[src/pble_pkg.sv]
// Shared types and constants for the postfix bitwise logic evaluator.
package pble_pkg;

    localparam int STACK_DEPTH = 64;
    localparam int WORD_W      = 64;
    localparam int KIND_W      = 3;
    localparam int CNT_W       = $clog2(STACK_DEPTH + 1);
    localparam int ADDR_W      = $clog2(STACK_DEPTH);
    localparam int QUEUE_DEPTH = 4;
    localparam int QPTR_W      = $clog2(QUEUE_DEPTH);
    localparam int QCNT_W      = $clog2(QUEUE_DEPTH + 1);

    // Instruction kind codes on the input channel
    localparam logic [KIND_W-1:0] KIND_PUSH_OPERAND = 3'd0;
    localparam logic [KIND_W-1:0] KIND_PUSH_ONES    = 3'd1;
    localparam logic [KIND_W-1:0] KIND_PUSH_ZERO    = 3'd2;
    localparam logic [KIND_W-1:0] KIND_NOT          = 3'd3;
    localparam logic [KIND_W-1:0] KIND_AND          = 3'd4;
    localparam logic [KIND_W-1:0] KIND_OR           = 3'd5;
    localparam logic [KIND_W-1:0] KIND_XOR          = 3'd6;
    localparam logic [KIND_W-1:0] KIND_UNSUP        = 3'd7;

    // Program status codes
    typedef enum logic [1:0] {
        ST_OK    = 2'd0,
        ST_UNDER = 2'd1,
        ST_OVER  = 2'd2,
        ST_UNSUP = 2'd3
    } status_t;

    // Classified operation class
    typedef enum logic [1:0] {
        OP_PUSH  = 2'd0,
        OP_NOT   = 2'd1,
        OP_BIN   = 2'd2,
        OP_UNSUP = 2'd3
    } op_t;

    // Two-operand function
    typedef enum logic [1:0] {
        BIN_AND = 2'd0,
        BIN_OR  = 2'd1,
        BIN_XOR = 2'd2
    } bin_t;

    // One decoded instruction as it travels from front to back
    typedef struct packed {
        op_t               op;
        bin_t              bin;
        logic [WORD_W-1:0] word;
        logic              last;
    } item_t;

endpackage

[src/pble_queue.sv]
// Short FIFO of decoded items between front and back.
module pble_queue
    import pble_pkg::*;
(
    input  logic  aclk,
    input  logic  aresetn,
    input  logic  in_valid,
    output logic  in_ready,
    input  item_t in_item,
    output logic  out_valid,
    input  logic  out_ready,
    output item_t out_item
);

    item_t             slot_reg [QUEUE_DEPTH];
    logic [QPTR_W-1:0] wr_ptr_reg, wr_ptr_next;
    logic [QPTR_W-1:0] rd_ptr_reg, rd_ptr_next;
    logic [QCNT_W-1:0] cnt_reg, cnt_next;
    logic              push, pop;

    assign in_ready  = (cnt_reg != QCNT_W'(QUEUE_DEPTH));
    assign out_valid = (cnt_reg != '0);
    assign out_item  = slot_reg[rd_ptr_reg];
    assign push      = in_valid && in_ready;
    assign pop       = out_valid && out_ready;

    // Pointer and fill tracking
    always_comb begin
        wr_ptr_next = push ? wr_ptr_reg + QPTR_W'(1) : wr_ptr_reg;
        rd_ptr_next = pop  ? rd_ptr_reg + QPTR_W'(1) : rd_ptr_reg;
        cnt_next    = cnt_reg;
        if (push && !pop) begin
            cnt_next = cnt_reg + QCNT_W'(1);
        end else if (pop && !push) begin
            cnt_next = cnt_reg - QCNT_W'(1);
        end
    end

    always_ff @(posedge aclk) begin
        if (!aresetn) begin
            wr_ptr_reg <= '0;
            rd_ptr_reg <= '0;
            cnt_reg    <= '0;
        end else begin
            wr_ptr_reg <= wr_ptr_next;
            rd_ptr_reg <= rd_ptr_next;
            cnt_reg    <= cnt_next;
        end
    end

    always_ff @(posedge aclk) begin
        if (push) begin
            slot_reg[wr_ptr_reg] <= in_item;
        end
    end

endmodule

[config.mk]
export PLATFORM = sky130hd
export DESIGN_NAME = pble_queue
export DESIGN_NICKNAME = d
export VERILOG_FILES = /design/src/pble_pkg.sv /design/src/pble_queue.sv
export SDC_FILE = /design/constraint.sdc
export NUM_CORES = 1
export LEC_CHECK = 0
export ABC_AREA = 1
export BUFFER_PORTS_ARGS = -buffer_cell sky130_fd_sc_hd__buf_4
export CORE_UTILIZATION = 55
export CTS_BUF_LIST = sky130_fd_sc_hd__clkbuf_4
export DETAILED_ROUTE_END_ITERATION = 8
export PLACE_DENSITY_LB_ADDON = 0.25
export SYNTH_ARGS = -nofsm -noshare
export SYNTH_HDL_FRONTEND = slang
export SYNTH_SLANG_ARGS = --single-unit
export TNS_END_PERCENT = 50
[constraint.sdc]
create_clock -name aclk -period 5.8 [get_ports aclk]
set_clock_uncertainty 0.1 [all_clocks]
set_input_delay 0.29 -clock aclk [delete_from_list [all_inputs] [get_ports aclk]]
set_output_delay 0.29 -clock aclk [all_outputs]
set_load 0.01 [all_outputs]
Word level (Yosys, flattened, before mapping)
Memory sizes are Yosys's and may differ from the RTL's. A register that Yosys moved wholly into a read port is not among the register bits.
Index checks and enable logic that the tools add are counted.
{"block": "totals", "regBits": 7, "mem_bits_rw": 276, "inputBits": 73, "out_inout_bits": 71, "memories": 1}
{"block": "op_classes", "addsub": 4, "n_eq_ne": 1, "n_mux": 6, "n_reduce_logical": 8}
{"memory": "slot_reg", "depth": 4, "word_bits": 69, "rd": 1, "rd_ports_with_merged_regs": 1, "wr": 1, "line_no": "pble_queue.sv:15", "text": "item_t slot_reg [QUEUE_DEPTH];"}
{"cell": "3-bit 2-to-1 mux", "n": 2}
{"cell": "2-bit by 1-bit adder with 2-bit output (second input constant)", "n": 2}
{"cell": "1-bit logical AND", "n": 4}
{"cell": "2-bit 2-to-1 mux", "n": 2}
{"cell": "3-bit by 1-bit adder with 3-bit output (second input constant)", "n": 1}
{"cell": "3-bit inequality test (second input constant)", "n": 1}
{"cell": "3-bit nonzero test", "n": 1}
{"cell": "3-bit by 1-bit subtractor with 3-bit output (second input constant)", "n": 1}
{"cell": "1-bit logical NOT", "n": 2}
{"cell": "1-bit 2-to-1 mux", "n": 2}
{"cell": "2-bit nonzero test", "n": 1}

Depth between registers and ports, before layout
{"block": "logic_depth", "word_depth": 6, "ltp_mapped": 13, "ltp_nobuf": 13}

Worst setup path after synthesis
No wires, ideal clock.
{"block": "synth_path", "path_type": "register to register", "startpoint": "register cnt_reg[0]", "endpoint": "memory slot_reg[0][0] in the netlist's numbering (enable)", "setup_ps": 497, "arrival_time_ps": 3613, "required_ps": 5203, "slack_ps": 1591, "path_stages_with_launch": 5, "path_buffers": 0, "synth_period_minus_slack_ps": 4209, "cell_sequence": "dfxtp_1 > nor2_1 > nand2_1 > nand2_1 > nor2_1"}
{"block": "synth_between", "elab_chain_cells": 4}
{"element": "start: declaration", "line_no": "pble_queue.sv:18", "text": "logic [QCNT_W-1:0] cnt_reg, cnt_next;"}
{"element": "start signal: assignment", "line_no": "pble_queue.sv:47", "text": "cnt_reg <= cnt_next;"}
{"element": "3-bit inequality test", "line_no": "pble_queue.sv:21", "text": "assign in_ready = (cnt_reg != QCNT_W'(QUEUE_DEPTH));"}
{"element": "via in_ready", "line_no": "pble_queue.sv:8", "text": "output logic in_ready,"}
{"element": "1-bit logical AND", "line_no": "pble_queue.sv:24", "text": "assign push = in_valid && in_ready;"}
{"element": "1-bit 2-to-1 mux", "line_no": "pble_queue.sv:52", "text": "if (push) begin"}
{"element": "1-bit 2-to-1 mux (not written as such)", "line_no": "pble_queue.sv:53", "text": "slot_reg[wr_ptr_reg] <= in_item;"}
{"element": "end: declaration", "line_no": "pble_queue.sv:15"}
The timed path passes the listed nets, and every way through them passes these cells.

==> results.yml <==
worst_setup_path:
  r2r_slack_ps: 2820
  crit_end: "out_item[2]"
  required_ps: 5410
  reg2reg_to: "slot_reg[0][17]$_DFFE_PP_"
  cp_max_fo: 86
  endpoint_kind: "primary output"
  rr_startpoint: "cnt_reg[0]$_SDFFE_PN0P_"
  crit_path_start_kind: "flop"
  reg2regPathDepth: 5
  crit_type: "reg2out"
  crit_arrival_ps: 2940
hold_path:
  hold_class: "in2reg"
  min_delay_path_depth: 2
routing:
  vias: 6990
  met2WireLength_um: 11750
  vias_per_cell: 5.406
  drc_errors: 0
  first_pass_iters: 5
  drtAntennaViolNets: 0
  wl_met1_um: 9154
  wirelength_um: 23090
  wire_per_inst_um: 17.85
  met3_wirelength_um: 1444
  drt-initial-drc-count: 435
  highest_layer: "met4"
cells_and_area:
  layout.nets: 1067
  fill_cells: 1274
  fin_cells: 1293
  largest_register_ffs: 276
  multiInputGateArea_um2: 1918
  utilization: 0.7153
  area_delta_synth_final_pct: 26.09
  seqCellArea_um2: 8473
  insertedDiodeCount: 0
  drive_above_1_share: 0.2604
yosys:
  synthXorXnorAreaFrac: 0.0008172
  ys_warn_count: 0
  synthCells: 735
  synth_edf_count: 276
  synth-adder-area-share: 0.007705
  synth_top_area_frac: 0.7733
  synth.most_common_cell: "edfxtp_1"
  ys_seq_elements: 285
  ys_top_cells_by_area: "edfxtp_1 (77%), nor2_1 (5.3%), o21ai_0 (4.1%), o22ai_1 (4.0%), o21ai_1 (2.4%)"
  ys.flop_type: "edfxtp_1"
  synth_cell_type_count: 22
  synth_compound_area_frac: 0.1066
  muxShareOfSynthArea: 0
  syn_nets: 814
  synth_area_um2: 10720
  synth_top_family_by_area: "compound AO/OA/AOI/OAI gates"
  syn_avg_cell_area_um2: 14.58
  synth-simple-area-share: 0.06106
  ys_seq_area_frac: 0.7901
  synth_top_area_cell: "edfxtp_1"
  async_flop_share: 0
  yosys-top-cells-count: "edfxtp_1 (276), nor2_1 (152), o21ai_0 (87)"
timing:
  layout_min_cycle_time_ps: 3327
  maxSlewViolCount: 0
  worstMarginPinSlew_ps: 1207
  rsz0062_at_grt: "false"
  max-slew-margin-rel: 0.1932
  final_hold_viol_count: 0
  setup_viol: 0
  max_freq_ghz: 0.3006
  final.setup.tns_ps: 0
  finalCritPeriodShare: 0.5736
outcome:
  status: "complete, no violations"
clock_network:
  root_buffer: "clkbuf_4"
  cts_resized: 0
  cts_tree: "done"
  h-tree-depth: 3
  cts_buffer_depth: 3
  clock-sinks: 285
  cts_inserted_buffers: 71
  clk_latency_ps: 610
  post_cts_buffers: 0
  cts.reportedPaths.clkPinSlew_ps: 70
global_routing:
  grt_pass1_vias: 7346
  grt_usage: 0.2347
  grt_antenna_before_repair: 0
  grt_pass1_wl_um: 35760
  grt_overflow_total: 0
  grt_max_degree: 115
power:
  p_seq_frac: 0.455
  p_int_w: 0.003964
  leakagePower_nw: 4.899
  comb_power_share: 0.261
  powerDensity_nw_per_um2: 419.0
  swShare: 0.2999
  vdd_drop_max_v: 0.0002665
  power.switching_w: 0.001698
  clkPwrFrac: 0.284
place:
  placedCellCount: 1102
  portBuffers: 143
  dpl.hpwl_um: 12290
  gp_congestion: 0.7354
floorplanning:
  placeableCoreArea_um2: 18890
  die_area_um2: 20050
  rows: 50
  start_util: 0.5673
  fp.dieH_um: 141.6
  io-pin-count: 144
  die_w_um: 141.6
flow_run:
  drv_cap: 0
==> critical path, stage by stage, from the launching register on <==
cell     delay (ps)
dfxtp_4         430
inv_4           420
buf_4           820
o21ai_0         190
o22ai_1         240
buf_4           170
==> per-layer routing <==
metal  GRT usage  up-vias
met4      0.1319        0
li1            -     3300
met1      0.2710     3366
met5           0        -
met2      0.4024      260
met3     0.05805       64
==> power groups by stage <==
stage | clock network, W | logic (W) | registers (W)
CTS | 0.00164 | 0.00148 | 0.00258
finish | 0.00161 | 0.00148 | 0.00258
floorplan | 0 | 0.000847 | 0.00261
global placement | 0 | 0.00140 | 0.00261
detailed placement | 0 | 0.00143 | 0.00262
global route | 0.00175 | 0.00160 | 0.00259
==> final cells by class <==
| cell class | instances | area share |
|---|---|---|
| sequential | 285 | 0.6270 |
| multi-input combinational | 390 | 0.1419 |
| timing repair buffer | 224 | 0.1380 |
| clock buffer | 107 | 0.05944 |
| tap | 260 | 0.02407 |
| clock inverter | 11 | 0.005000 |
| inverter | 16 | 0.004629 |
==> worst min-delay path by stage <==
stage / end / start
after floorplan: slot_reg[0][0]$_DFFE_PP_ / in_item[0]
after global placement: flop / rd_ptr_reg[1]$_SDFFE_PN0P_
after detailed placement: flop / rd_ptr_reg[1]$_SDFFE_PN0P_
after CTS: slot_reg[0][1]$_DFFE_PP_ / in_item[1]
after global routing: slot_reg[1][61]$_DFFE_PP_ / in_item[61]
final: slot_reg[1][2]$_DFFE_PP_ / in_item[2]
==> timing repair <==
item | 4_1_cts | 5_1_grt
endpoints found under the setup margin | 0 | 0
hold buffers | 73 | 0
hold endpoints to repair | 285 | 0
==> cell usage in the layout, fill, tap and decap left out <==
cell type and instances:
inv_2 3, nand3_1 4, dlygate4sd3_1 73, o21ai_0 87
nor2_1 148, fa_1 1, dfxtp_4 1, xor2_1 1
buf_4 151, o21ai_1 52, bufinv_16 1, clkbuf_4 107
edfxtp_1 276, nand2_1 15, o22ai_1 69, dfxtp_1 7
nor2_4 4, a21oi_1 3, inv_4 1, dfxtp_2 1
ha_1 5, inv_1 14, clkinv_1 8, nand3b_1 1
==> cells by family after synthesis <==
group           count (synthesis)
xor+xnor                        1
compound gates                211
fa+ha+maj                       6
flops                         285
buf+inv                        60
simple gates                  172
==> stage by stage <==
step / hold WS (ps) / setup slack, ps / cell area (µm²) / power [W]
floorplan: 288.9 / 1591 / 10720 / 0.003456
global placement: 376.1 / 2895 / 11910 / 0.004009
detailed placement: 384.7 / 2808 / 11910 / 0.004053
CTS: 229.5 / 2440 / 13510 / 0.005700
global route: 239.4 / 2247 / 13510 / 0.005950
finish: 286.5 / 2473 / 13510 / 0.005662
(Power assumes the default switching activity.)
