[src/pble_pkg.sv]
// Shared types and constants for the postfix bitwise logic evaluator.
package pble_pkg;

    localparam int STACK_DEPTH = 64;
    localparam int WORD_W      = 64;
    localparam int KIND_W      = 3;
    localparam int CNT_W       = $clog2(STACK_DEPTH + 1);
    localparam int ADDR_W      = $clog2(STACK_DEPTH);
    localparam int QUEUE_DEPTH = 4;
    localparam int QPTR_W      = $clog2(QUEUE_DEPTH);
    localparam int QCNT_W      = $clog2(QUEUE_DEPTH + 1);

    // Instruction kind codes on the input channel
    localparam logic [KIND_W-1:0] KIND_PUSH_OPERAND = 3'd0;
    localparam logic [KIND_W-1:0] KIND_PUSH_ONES    = 3'd1;
    localparam logic [KIND_W-1:0] KIND_PUSH_ZERO    = 3'd2;
    localparam logic [KIND_W-1:0] KIND_NOT          = 3'd3;
    localparam logic [KIND_W-1:0] KIND_AND          = 3'd4;
    localparam logic [KIND_W-1:0] KIND_OR           = 3'd5;
    localparam logic [KIND_W-1:0] KIND_XOR          = 3'd6;
    localparam logic [KIND_W-1:0] KIND_UNSUP        = 3'd7;

    // Program status codes
    typedef enum logic [1:0] {
        ST_OK    = 2'd0,
        ST_UNDER = 2'd1,
        ST_OVER  = 2'd2,
        ST_UNSUP = 2'd3
    } status_t;

    // Classified operation class
    typedef enum logic [1:0] {
        OP_PUSH  = 2'd0,
        OP_NOT   = 2'd1,
        OP_BIN   = 2'd2,
        OP_UNSUP = 2'd3
    } op_t;

    // Two-operand function
    typedef enum logic [1:0] {
        BIN_AND = 2'd0,
        BIN_OR  = 2'd1,
        BIN_XOR = 2'd2
    } bin_t;

    // One decoded instruction as it travels from front to back
    typedef struct packed {
        op_t               op;
        bin_t              bin;
        logic [WORD_W-1:0] word;
        logic              last;
    } item_t;

endpackage

[src/pble_front.sv]
// Front end: takes input beats, decodes the kind, holds one decoded item.
module pble_front
    import pble_pkg::*;
(
    input  logic              aclk,
    input  logic              aresetn,
    input  logic              s_valid,
    output logic              s_ready,
    input  logic [KIND_W-1:0] s_kind,
    input  logic [WORD_W-1:0] s_operand,
    input  logic              s_last,
    output logic              f_valid,
    input  logic              f_ready,
    output item_t             f_item
);

    logic  valid_reg, valid_next;
    item_t item_reg;
    item_t dec;

    // Decode kind into an operation class and a push word
    always_comb begin
        dec.op   = OP_PUSH;
        dec.bin  = BIN_AND;
        dec.word = '0;
        dec.last = s_last;
        unique case (s_kind)
            KIND_PUSH_OPERAND: dec.word = s_operand;
            KIND_PUSH_ONES:    dec.word = '1;
            KIND_PUSH_ZERO:    dec.word = '0;
            KIND_NOT:          dec.op   = OP_NOT;
            KIND_AND: begin
                dec.op  = OP_BIN;
                dec.bin = BIN_AND;
            end
            KIND_OR: begin
                dec.op  = OP_BIN;
                dec.bin = BIN_OR;
            end
            KIND_XOR: begin
                dec.op  = OP_BIN;
                dec.bin = BIN_XOR;
            end
            KIND_UNSUP:        dec.op   = OP_UNSUP;
            default:           dec.op   = OP_UNSUP;
        endcase
    end

    assign s_ready = !valid_reg || f_ready;
    assign f_valid = valid_reg;
    assign f_item  = item_reg;

    // Holding stage valid
    always_comb begin
        valid_next = valid_reg;
        if (s_valid && s_ready) begin
            valid_next = 1'b1;
        end else if (f_ready) begin
            valid_next = 1'b0;
        end
    end

    always_ff @(posedge aclk) begin
        if (!aresetn) begin
            valid_reg <= 1'b0;
        end else begin
            valid_reg <= valid_next;
        end
    end

    // Payload needs no reset
    always_ff @(posedge aclk) begin
        if (s_valid && s_ready) begin
            item_reg <= dec;
        end
    end

endmodule

[config.mk]
export PLATFORM = sky130hd
export DESIGN_NAME = pble_front
export DESIGN_NICKNAME = d
export VERILOG_FILES = /design/src/pble_pkg.sv /design/src/pble_front.sv
export SDC_FILE = /design/constraint.sdc
export NUM_CORES = 1
export LEC_CHECK = 0
export ABC_CLOCK_PERIOD_IN_PS = 2900
export BUFFER_PORTS_ARGS = -buffer_cell sky130_fd_sc_hd__buf_2
export CAP_MARGIN = 20
export CORE_ASPECT_RATIO = 1.5
export CORE_MARGIN = 5
export CORE_UTILIZATION = 40
export CTS_CLUSTER_DIAMETER = 50
export DETAILED_ROUTE_END_ITERATION = 6
export MAX_ROUTING_LAYER = met4
export PLACE_DENSITY_LB_ADDON = 0.1
export SYNTH_ARGS = -nofsm -noshare
export SYNTH_HDL_FRONTEND = slang
export SYNTH_SLANG_ARGS = --single-unit
[constraint.sdc]
create_clock -name aclk -period 2.9 [get_ports aclk]
set_input_delay 0.435 -clock aclk [delete_from_list [all_inputs] [get_ports aclk]]
set_output_delay 0.435 -clock aclk [all_outputs]
set_load 0.05 [all_outputs]
; ---- Yosys cells after proc, flatten, opt, wreduce, memory -nomap -nowiden
; Cells that the tools add are included.
[classes]
n_mux = 5
n_reduce_logical = 6
n_eq_ne = 6
[op_table]
columns = op, count
row1 = $pmux 64 s2, 1
row2 = $eq 3x3->1 const B, 4
row3 = $pmux 2 s3, 1
row4 = $pmux 2 s2, 1
row5 = $eq 3x1->1 const B, 1
row6 = $eq 3x2->1 const B, 1
row7 = $logic_not 3->1, 1
row8 = $reduce_or 3->1, 1
row9 = $mux 1, 2
row10 = $reduce_bool 2->1, 1
row11 = $logic_and 1x1->1, 1
row12 = $logic_not 1->1, 1
row13 = $logic_or 1x1->1, 1
[word_totals]
elab_cells = 22
ff_bits = 70

; ---- Longest topological paths before layout
; Gate-level depths: netlist of the first run.
[depth]
depth_word = 4
ltp_mapped = 3

; ---- Worst setup path after synthesis of the first run
; Ideal clock, no wire load.
[synth_timing]
path_type = reg-to-reg
from = reg valid_reg (netlist: f_valid)
to = reg item_reg, in the netlist f_item[0] (enable)
t_required_ns = 2.466
path_slack_ns = -0.200
stages_incl_launch_ff = 3
arrival_ns = 2.665
setup_time_ns = 0.434
path_cell_list = dfxtp_1 -> nand2b_1 -> and2_1
[synth_via]
elab_chain_len = 3
[synth_rtl]
columns = element, line
row1 = "start, declared", pble_front.sv:17  ; logic valid_reg, valid_next;
row2 = "start signal, assigned", pble_front.sv:67  ; valid_reg <= valid_next;
row3 = $logic_not 1->1, pble_front.sv:49  ; assign s_ready = !valid_reg || f_ready;
row4 = $logic_or 1x1->1, pble_front.sv:49
row5 = named net s_ready, pble_front.sv:8  ; output logic s_ready,
row6 = $logic_and 1x1->1, pble_front.sv:73  ; if (s_valid && s_ready) begin
row7 = "end signal, assigned", pble_front.sv:74  ; item_reg <= dec;
row8 = "end, declared", pble_front.sv:18  ; item_t item_reg;
; The timed path passes the listed nets, and every way through them passes these cells.
; A chain may end at the register's enable or synchronous reset.

; ---- Worst setup path in the final report of the first run
[layout_timing]
from = reg valid_reg (netlist: f_valid)
to = out s_ready
[layout_via]
elab_chain_len = 2
[layout_rtl]
columns = element, line
row1 = $logic_not 1->1, pble_front.sv:49
row2 = $logic_or 1x1->1, pble_front.sv:49
row3 = "end, declared", pble_front.sv:8
; No other way between the ends.

==> results of run 1 <==
==> final cells by class <==
cell class | count | area (µm²) | share of cell area, %
sequential | 70 | 2090 | 57.5
timing repair buffer | 147 | 761 | 20.9
multi-input combinational | 72 | 538 | 14.8
clock buffer | 12 | 135 | 3.71
tap | 78 | 97.6 | 2.68
clock inverter | 3 | 12.5 | 0.344
inverter | 1 | 3.75 | 0.103
==> registers in the layout (all words and copies together), names as in the netlist <==
register / flops
f_valid: 1
f_item: 69
==> worst max-delay path, delay by kind of cell, from the launching register on <==
family,cells,cell delay [ns]
flip-flops,1,0.31
buffers and inverters,1,0.27
AND/OR/NAND/NOR,1,0.09
==> cells by family after synthesis <==
| kind of cell | synth area share (%) |
|---|---|
| buffers and inverters | 3.98 |
| AOI/OAI and AO/OA | 17.8 |
| DFF | 76.4 |
| and+or+nand+nor | 1.78 |
==> metal layers <==
metal / up-vias / track usage (%) / part of all wire, %
met5: - / - / 0
li1: 884 / - / -
met1: 872 / 16.7 / 40
met2: 92 / 22.4 / 49
met3: 12 / 4.23 / 8.3
met4: 0 / 8.26 / 2.5
==> where the power goes <==
part	internal [mW]	switching (mW)
clock	0.299	0.321
sequential	1.19	0.0162
combinational	0.112	0.335
==> synth_stat cells <==
master,count,area (µm²)
a21boi_0,1,7.51
and2_1,1,6.26
and2_2,1,7.51
and3b_2,1,10.0
buf_2,3,15.0
buf_4,1,7.51
buf_6,6,67.6
clkbuf_1,4,15.0
dfxtp_1,1,20.0
edfxtp_1,69,2070
inv_1,1,3.75
nand2_1,1,3.75
nand2b_1,1,6.26
nor2_1,1,3.75
nor2_4,1,11.3
o21a_1,64,480
==> through the flow <==
step	instances	worst slack [ns]	util (%)
2_1_floorplan	157	0.529	-
3_3_place_gp	368	1.32	51.7
3_5_place_dp	368	1.29	51.7
4_1_cts	383	1.43	53.9
5_1_grt	383	1.41	53.9
6_report	383	1.46	53.9
==> worst max-delay path by stage <==
stage | slack [ns] | depth (start not counted) | endpoint
after CTS | 1.43 | 2 | s_ready
after global placement | 1.32 | 4 | f_item[11]
after detailed placement | 1.29 | 4 | f_item[12]
after floorplan | 0.53 | 2 | f_item[0]
final | 1.46 | 2 | s_ready
after global routing | 1.41 | 2 | s_ready
==> results.py, run 1 <==
metrics = {
    "timing": {
        "final-max-slew-violation-count": 0,
        "min_period_over_period_pct": 49.6,
        "setup_viol": 0,
        "clock_skew_ns": 0.00533,
        "whs_ns": 0.277,
        "tightest_slew_ns": 0.639,
        "relSlewSlack_pct": 57.4,
        "rsz0062_at_grt": "false",
        "fin_crit_ns": 1.44,
        "hold_viol_final": 0,
        "clock.fmax_mhz": 695,
        "tns_ns": 0,
    },
    "cts": {
        "cts_hold_buf": 0,
        "cts_resized": 0,
        "cts_buffer_depth": 2,
        "post_cts_buffers": 0,
        "htree_levels": 3,
        "cts_buffers": 9,
        "cts_tree": "done",
        "cts_sinks": 70,
        "clk_latency_ns": 0.34,
        "root_buffer": "clkbuf_8",
        "clk_pin_slew_ns": 0.06,
    },
    "setup_path": {
        "cp-end-kind": "output port",
        "cp_slowest_stage_delay_ns": 0.31,
        "cp_slowest_cell": "dfxtp_1",
        "critPathKind": "register to output port",
        "cp-start-kind": "register",
        "cp_max_fo": 3,
        "crit_arrival_ns": 1.00,
        "r2r_slack_ns": 1.53,
        "crit_start": "f_valid",
        "r2r_cells": 3,
        "cp_cell_sequence": "nand2b_1, buf_2",
        "rr_startpoint": "f_valid",
        "required_ns": 2.47,
        "r2r-end": "f_item[3]",
    },
    "power_and_ir_drop": {
        "pwr_density_cell_nw_per_um2": 625,
        "vdd_drop_max_v": 0.000344,
        "finalPower_mw": 2.27,
        "power.leakage_nw": 1.56,
    },
    "cells_and_area": {
        "area_growth_pct": 33.0,
        "antennaDiodeCount": 0,
        "final_area_um2": 3640,
        "layout-drive-gt1-share_pct": 52.8,
        "layout_common_cells": "buf_2 (142), edfxtp_1 (69), o21a_1 (64), clkbuf_8 (9), buf_4 (4)",
        "final_common_cell": "buf_2",
        "nFillCells": 614,
        "finalNetCount": 373,
    },
    "placement": {
        "hpwl_mm": 4.38,
        "place_area_um2": 3490,
        "io_buffers": 142,
        "place.gp.congestion": 0.715,
    },
    "global_route": {
        "grt_pass1_vias": 2000,
        "track_usage_pct": 14.5,
        "grt_max_degree": 42,
        "grt_pass1_wl_mm": 9.49,
        "antenna_found_initial": 0,
        "grt_overflow_total": 0,
    },
    "floorplanning": {
        "die_h_um": 111,
        "design.die.area_um2": 8630,
        "dieWidth_um": 77.5,
        "ios": 143,
        "initial_core_util_pct": 40.5,
        "num_rows": 37,
        "fp.coreArea_um2": 6760,
    },
    "outcome": {
        "status": "complete, no violations",
    },
    "drt": {
        "wirelength_mm": 6.10,
        "drcViolationCount": 0,
        "first_iter_violations": 125,
        "first_pass_iters": 4,
        "wl_per_cell_um": 15.9,
        "ant_nets": 0,
        "num_vias": 1860,
        "routed_via_density": 4.86,
    },
    "job": {
        "cap_viol_max_count": 0,
    },
    "synth": {
        "syn_inst": 157,
        "ys_seq_area_share_pct": 76.4,
        "synth_nets": 229,
        "synth_cell_types": 16,
        "syn-mean-instance-area_um2": 17.4,
        "yosys_warnings": 0,
        "netlist_area_um2": 2740,
        "synth-seq-cells": 70,
    },
    "worst_hold_path": {
        "whs_endpoint": "f_item[0]",
        "hold_path.class": "input port to register",
        "hold_start": "s_last",
        "hold_path_depth": 1,
    },
}
(Power assumes the default switching activity.)
==> run 2: changes to the inputs <==
--- a/config.mk
+++ b/config.mk
@@ -5,7 +5,8 @@
 export SDC_FILE = /design/constraint.sdc
 export NUM_CORES = 1
 export LEC_CHECK = 0
-export ABC_CLOCK_PERIOD_IN_PS = 2900
+export ABC_AREA = 1
+export ABC_CLOCK_PERIOD_IN_PS = 1400
 export BUFFER_PORTS_ARGS = -buffer_cell sky130_fd_sc_hd__buf_2
 export CAP_MARGIN = 20
 export CORE_ASPECT_RATIO = 1.5
==> constraint.sdc (replaced) <==
create_clock -name aclk -period 1.4 [get_ports aclk]
set_input_delay 0.21 -clock aclk [delete_from_list [all_inputs] [get_ports aclk]]
set_output_delay 0.21 -clock aclk [all_outputs]
set_load 0.05 [all_outputs]
==> run 2 against run 1 <==
  * Synthesized cell count rose by 44%
  * Wire length grew 5.3%
  * Non-clock buffer count is 1 higher
  * Critical path depth is the same
  * Sequential power rose by 110%
  * First-iteration DRC count down 17%
  * Utilization rose by 3.8 points
  * Global-route usage grew 0.84 points
  * Hold slack got worse by 0.21 ns
  * Sequential share of layout area decreased by 1.8 points
  * Cell count rose by 18%
  * Combinational power up 110%
==> results.py, run 2 <==
metrics = {
    "setup_path": {
        "cp_cell_sequence": "nand2_1, buf_2",
        "cp_max_fo": 3,
        "cp_slowest_stage_delay_ns": 0.36,
        "crit_buf_inv": 1,
        "critPathKind": "register to output port",
        "cp_num_cells": 2,
        "required_ns": 1.19,
        "path_delay_family": "flip-flops",
        "r2r_slack_ns": 0.27,
        "r2r_cells": 2,
        "cp_slowest_cell": "dfxtp_4",
        "cp-end-kind": "output port",
        "cp-start-kind": "register",
        "crit_arrival_ns": 1.03,
    },
    "floorplanning": {
        "num_rows": 36,
        "dieWidth_um": 77.2,
        "fp.coreArea_um2": 6530,
        "initial_core_util_pct": 41.5,
        "ios": 143,
        "design.die.area_um2": 8550,
        "die_h_um": 111,
    },
    "worst_hold_path": {
        "hold_path_depth": 1,
        "hold_path.class": "input port to register",
    },
    "timing": {
        "fin_crit_ns": 1.24,
        "whs_ns": 0.0646,
        "final-max-slew-violation-count": 0,
        "min_period_over_period_pct": 88.3,
        "clock_skew_ns": 0.00541,
        "finalWorstSetupSlack_ns": 0.163,
        "clock.fmax_mhz": 809,
        "setup_viol": 0,
        "tightest_slew_ns": 0.285,
        "hold_viol_final": 0,
        "rsz0062_at_grt": "false",
        "relSlewSlack_pct": 81.0,
    },
    "cts": {
        "root_buffer": "clkbuf_8",
        "clk_latency_ns": 0.33,
        "clk_pin_slew_ns": 0.07,
        "cts_buffers": 9,
        "cts_buffer_depth": 2,
        "cts_hold_buf": 0,
        "cts_tree": "done",
        "post_cts_buffers": 0,
        "cts_sinks": 70,
        "htree_levels": 3,
        "cts_resized": 0,
    },
    "global_route": {
        "grt_overflow_total": 0,
        "grt_max_degree": 68,
        "track_usage_pct": 15.4,
        "grt_pass1_wl_mm": 10.1,
        "antenna_found_initial": 0,
        "grt_pass1_vias": 2045,
    },
    "cells_and_area": {
        "area_growth_pct": 39.0,
        "final_area_um2": 3760,
        "ff_latch_area_um2": 2100,
        "finalNetCount": 443,
        "antennaDiodeCount": 0,
        "layout-drive-gt1-share_pct": 43.6,
        "final_common_cell": "buf_2",
        "multiInputGateArea_um2": 528,
        "nFillCells": 572,
        "layout_common_cells": "buf_2 (142), nor2_1 (129), edfxtp_1 (69), clkbuf_8 (9), inv_1 (6)",
        "fin_cells": 452,
        "largest_register_ffs": 69,
    },
    "power_and_ir_drop": {
        "power_frac_seq_pct": 48.5,
        "finalPower_mw": 5.15,
        "p_sw_share_pct": 28.3,
        "power.leakage_nw": 1.78,
        "p_switching_mw": 1.46,
        "clkPwrFrac_pct": 32.8,
        "p_int_mw": 3.69,
        "vdd_drop_max_v": 0.000832,
        "power.share.combinational_pct": 18.6,
        "pwr_density_cell_nw_per_um2": 1370,
    },
    "drt": {
        "drcViolationCount": 0,
        "wl_per_cell_um": 14.2,
        "first_pass_iters": 4,
        "ant_nets": 0,
        "routed_via_density": 4.48,
        "num_vias": 2026,
        "wirelength_mm": 6.42,
        "first_iter_violations": 104,
    },
    "synth": {
        "ys_seq_area_share_pct": 77.2,
        "yosys_warnings": 0,
        "post-synth-top-count-cell": "nor2_1",
        "synth-edff-count": 69,
        "synth-seq-cells": 70,
        "synth_top_area_cell": "edfxtp_1",
        "syn_inst": 226,
        "ys_async_sr_fraction_pct": 0,
        "yosys_most_used_dff": "edfxtp_1",
        "synth_nets": 298,
        "synth_common_cells": "nor2_1 (129), edfxtp_1 (69), buf_2 (8)",
        "synth_top_area_share_pct": 76.5,
        "syn-mean-instance-area_um2": 12.0,
        "ys_top_cells_by_area": "edfxtp_1 (76%), nor2_1 (18%), buf_2 (1.5%)",
        "synth_cell_types": 11,
        "netlist_area_um2": 2710,
    },
    "placement": {
        "io_buffers": 142,
        "dp_cells": 436,
        "dpl_worst_slack_ns": 0.240,
        "hpwl_mm": 4.50,
        "place_area_um2": 3560,
        "place.gp.congestion": 0.767,
    },
    "outcome": {
        "status": "complete, no violations",
    },
    "job": {
        "cap_viol_max_count": 0,
    },
}
## run 2: cell families (layout without fill, tap and decap cells)
kind of cell,count (synthesis),count (layout),synth area share (%)
AND/OR/NAND/NOR,134,134,18.7
flip-flops,70,70,77.2
buffers and inverters,20,170,3.70
AO/OA/AOI/OAI,2,2,0.370
## run 2: power by group through the flow
| stage | sequential (mW) | clock [mW] | combinational, mW |
|---|---|---|---|
| 4_1_cts | 2.50 | 1.74 | 0.972 |
| 3_3_place_gp | 2.54 | 0 | 0.962 |
| 6_report | 2.50 | 1.69 | 0.959 |
| 2_1_floorplan | 3.04 | 0 | 0.181 |
| 3_5_place_dp | 2.55 | 0 | 0.971 |
| 5_1_grt | 2.51 | 1.84 | 1.02 |
## run 2: worst register-to-register path: stages, from the launching register on
cell and delay [ns]:
dfxtp_4 0.36, a21oi_4 0.24, buf_12 0.23
## run 2: final timing paths
path,from,endpoint
worst max-delay path,f_valid,s_ready
worst max register to register,f_valid,f_item[61]
worst min register to register,f_valid,f_valid
worst min-delay path,s_last,f_item[0]
## run 2: metrics by stage
step           util [%]  TNS, ns
2_1_floorplan         -   -42.63
3_3_place_gp       54.5        0
3_5_place_dp       54.5        0
4_1_cts            57.6        0
5_1_grt            57.6        0
6_report           57.6        0
## run 2: layer usage
metal | share of wire, % | up-vias | global-route usage [%]
li1 | - | 1029 | -
met1 | 38 | 895 | 17.6
met2 | 51 | 92 | 24.0
met3 | 9.6 | 10 | 5.61
met4 | 1.7 | 0 | 6.88
met5 | 0 | - | -
## run 2: layout make-up
class	instances	area share (%)
inverter	6	0.598
timing repair buffer	148	21.7
tap	76	2.53
clock buffer	11	3.49
multi-input combinational	136	14.0
clock inverter	5	1.96
sequential	70	55.7
==> run 3: changes to the inputs <==
--- a/config.mk
+++ b/config.mk
@@ -7,13 +7,13 @@
 export LEC_CHECK = 0
 export ABC_AREA = 1
 export ABC_CLOCK_PERIOD_IN_PS = 1400
-export BUFFER_PORTS_ARGS = -buffer_cell sky130_fd_sc_hd__buf_2
 export CAP_MARGIN = 20
 export CORE_ASPECT_RATIO = 1.5
 export CORE_MARGIN = 5
 export CORE_UTILIZATION = 40
 export CTS_CLUSTER_DIAMETER = 50
 export DETAILED_ROUTE_END_ITERATION = 6
+export DONT_BUFFER_PORTS = 1
 export MAX_ROUTING_LAYER = met4
 export PLACE_DENSITY_LB_ADDON = 0.1
 export SYNTH_ARGS = -nofsm -noshare
==> run 3 against run 2 <==
  * Clock skew is 0.00056 ns higher
  * Fmax is 4.3% lower
  * Wire length is 13% lower
  * Largest cell class unchanged
  * Total power is 13% lower
  * Worst setup slack worse by 0.056 ns
  * Critical path depth stayed put
==> results.py, run 3 (synthesis gave the netlist of run 2 again) <==
metrics = {
    "global_route": {
        "busiest_layer": "met2",
        "use_met2_pct": 19.7,
        "grt_overflow_total": 0,
        "grt_pass1_vias": 1466,
        "grtUsageMet3_pct": 6.18,
        "grt_pass1_wl_mm": 8.14,
        "antenna_found_initial": 0,
        "grtUsageMet1_pct": 14.4,
        "track_usage_pct": 13.1,
        "grt_max_degree": 68,
    },
    "floorplanning": {
        "die_h_um": 111,
        "num_rows": 36,
        "ios": 143,
        "fp.coreArea_um2": 6530,
        "initial_core_util_pct": 41.5,
        "dieWidth_um": 77.2,
        "design.die.area_um2": 8550,
    },
    "timing": {
        "setup_viol": 0,
        "clock.fmax_mhz": 774,
        "final-max-slew-violation-count": 0,
        "hold_viol_final": 0,
        "tightest_slew_ns": 0.494,
        "relSlewSlack_pct": 67.1,
        "clock_skew_ns": 0.00597,
        "min_period_over_period_pct": 92.3,
        "rsz0062_at_grt": "false",
        "fin_crit_ns": 1.29,
    },
    "job": {
        "cap_viol_max_count": 0,
    },
    "cts": {
        "cts_buffers": 9,
        "htree_levels": 3,
        "cts_sinks": 70,
        "cts_buffer_depth": 2,
        "root_buffer": "clkbuf_8",
        "cts_tree": "done",
        "post_cts_buffers": 0,
        "clk_latency_ns": 0.33,
        "clk_pin_slew_ns": 0.07,
        "cts_resized": 0,
    },
    "power_and_ir_drop": {
        "pwr_density_cell_nw_per_um2": 1500,
        "vdd_drop_max_v": 0.000635,
        "power.leakage_nw": 1.17,
    },
    "worst_hold_path": {
        "hold_start": "s_kind[1]",
        "hold_path.class": "input port to register",
    },
    "setup_path": {
        "critPathKind": "register to output port",
        "rr_startpoint": "f_valid",
        "cp-end-kind": "output port",
        "cp_max_fo": 3,
        "crit_arrival_ns": 1.08,
        "cp_slowest_cell": "dfxtp_4",
        "required_ns": 1.19,
        "cp_slowest_stage_delay_ns": 0.46,
        "path_delay_family": "flip-flops",
        "r2r_slack_ns": 0.15,
        "crit_start": "f_valid",
        "cp-start-kind": "register",
        "cp_cell_sequence": "nand2_1, buf_4",
        "crit_buf_inv": 1,
    },
    "cells_and_area": {
        "layout_common_cells": "nor2_1 (129), edfxtp_1 (69), clkbuf_8 (9), inv_1 (6)",
        "largest_register_ffs": 69,
        "fin_util_pct": 45.8,
        "layout-drive-gt1-share_pct": 7.69,
        "area_growth_pct": 10.4,
        "final_common_cell": "nor2_1",
        "antennaDiodeCount": 0,
        "finalNetCount": 303,
        "fin_cells": 310,
    },
    "drt": {
        "num_vias": 1544,
        "first_iter_violations": 135,
        "routed_via_density": 4.98,
        "drcViolationCount": 0,
        "first_pass_iters": 4,
        "ant_nets": 0,
        "wl_per_cell_um": 18.1,
        "wirelength_mm": 5.61,
    },
    "outcome": {
        "status": "complete, no violations",
    },
    "placement": {
        "dp_cells": 293,
        "io_buffers": 0,
        "place.gp.congestion": 0.678,
    },
}
[run 3: cell count changes in the layout (fill, tap and decap cells not counted)]
cell,delta
buf_2,-142
dlygate4sd3_1,+3
buf_12,-2
bufinv_16,-2
clkinv_1,+2
buf_4,+1
clkbuf_1,-1
clkinv_2,-1
[run 3: layer usage]
metal | up-vias | part of all wire (%)
met3 | 14 | 8.5
met2 | 88 | 51
met4 | 0 | 2.9
met1 | 697 | 38
li1 | 745 | -
met5 | - | 0
[run 3: worst paths after layout]
check / to / depth (start not counted)
worst max register to register: f_item[63] / 2
worst max-delay path: s_ready / 2
worst min register to register: f_valid / 2
worst min-delay path: f_item[67] / 2
[run 3: report_power, final]
| part | internal (mW) | switching [mW] |
|---|---|---|
| Combinational | 0.0760 | 0.138 |
| Clock | 0.602 | 0.661 |
| Sequential | 2.48 | 0.533 |
| Total | 3.16 | 1.33 |
[run 3: repair_timing]
action	4_1_cts	5_1_grt
setup endpoints to repair	0	0
hold buffers	3	0
hold endpoints to repair	3	0
[run 3: metrics by stage]
stage                     cell area [µm²]  setup TNS, ns  hold WS [ns]  setup slack [ns]  power, mW
final                                2990              0        0.0492             0.108       4.49
after global routing                 2990              0        0.0264            0.0518       4.68
after CTS                            2990              0        0.0290            0.0852       4.55
after detailed placement             2820              0         0.309             0.161       3.27
after global placement               2820              0         0.309             0.184       3.26
after floorplan                      2720         -42.63         0.309            -0.618       3.22
[run 3: worst reg2reg max path, stage by stage, from the launching register on]
cell	delay [ns]
dfxtp_4	0.41
a21oi_4	0.22
buf_12	0.29
[run 3: cell type report]
cell class,count,area [µm²]
clock buffer,10,128
timing repair buffer,8,105
tap,76,95.1
fill,618,3540
sequential,70,2100
inverter,6,22.5
clock inverter,4,16.3
multi-input combinational,136,528
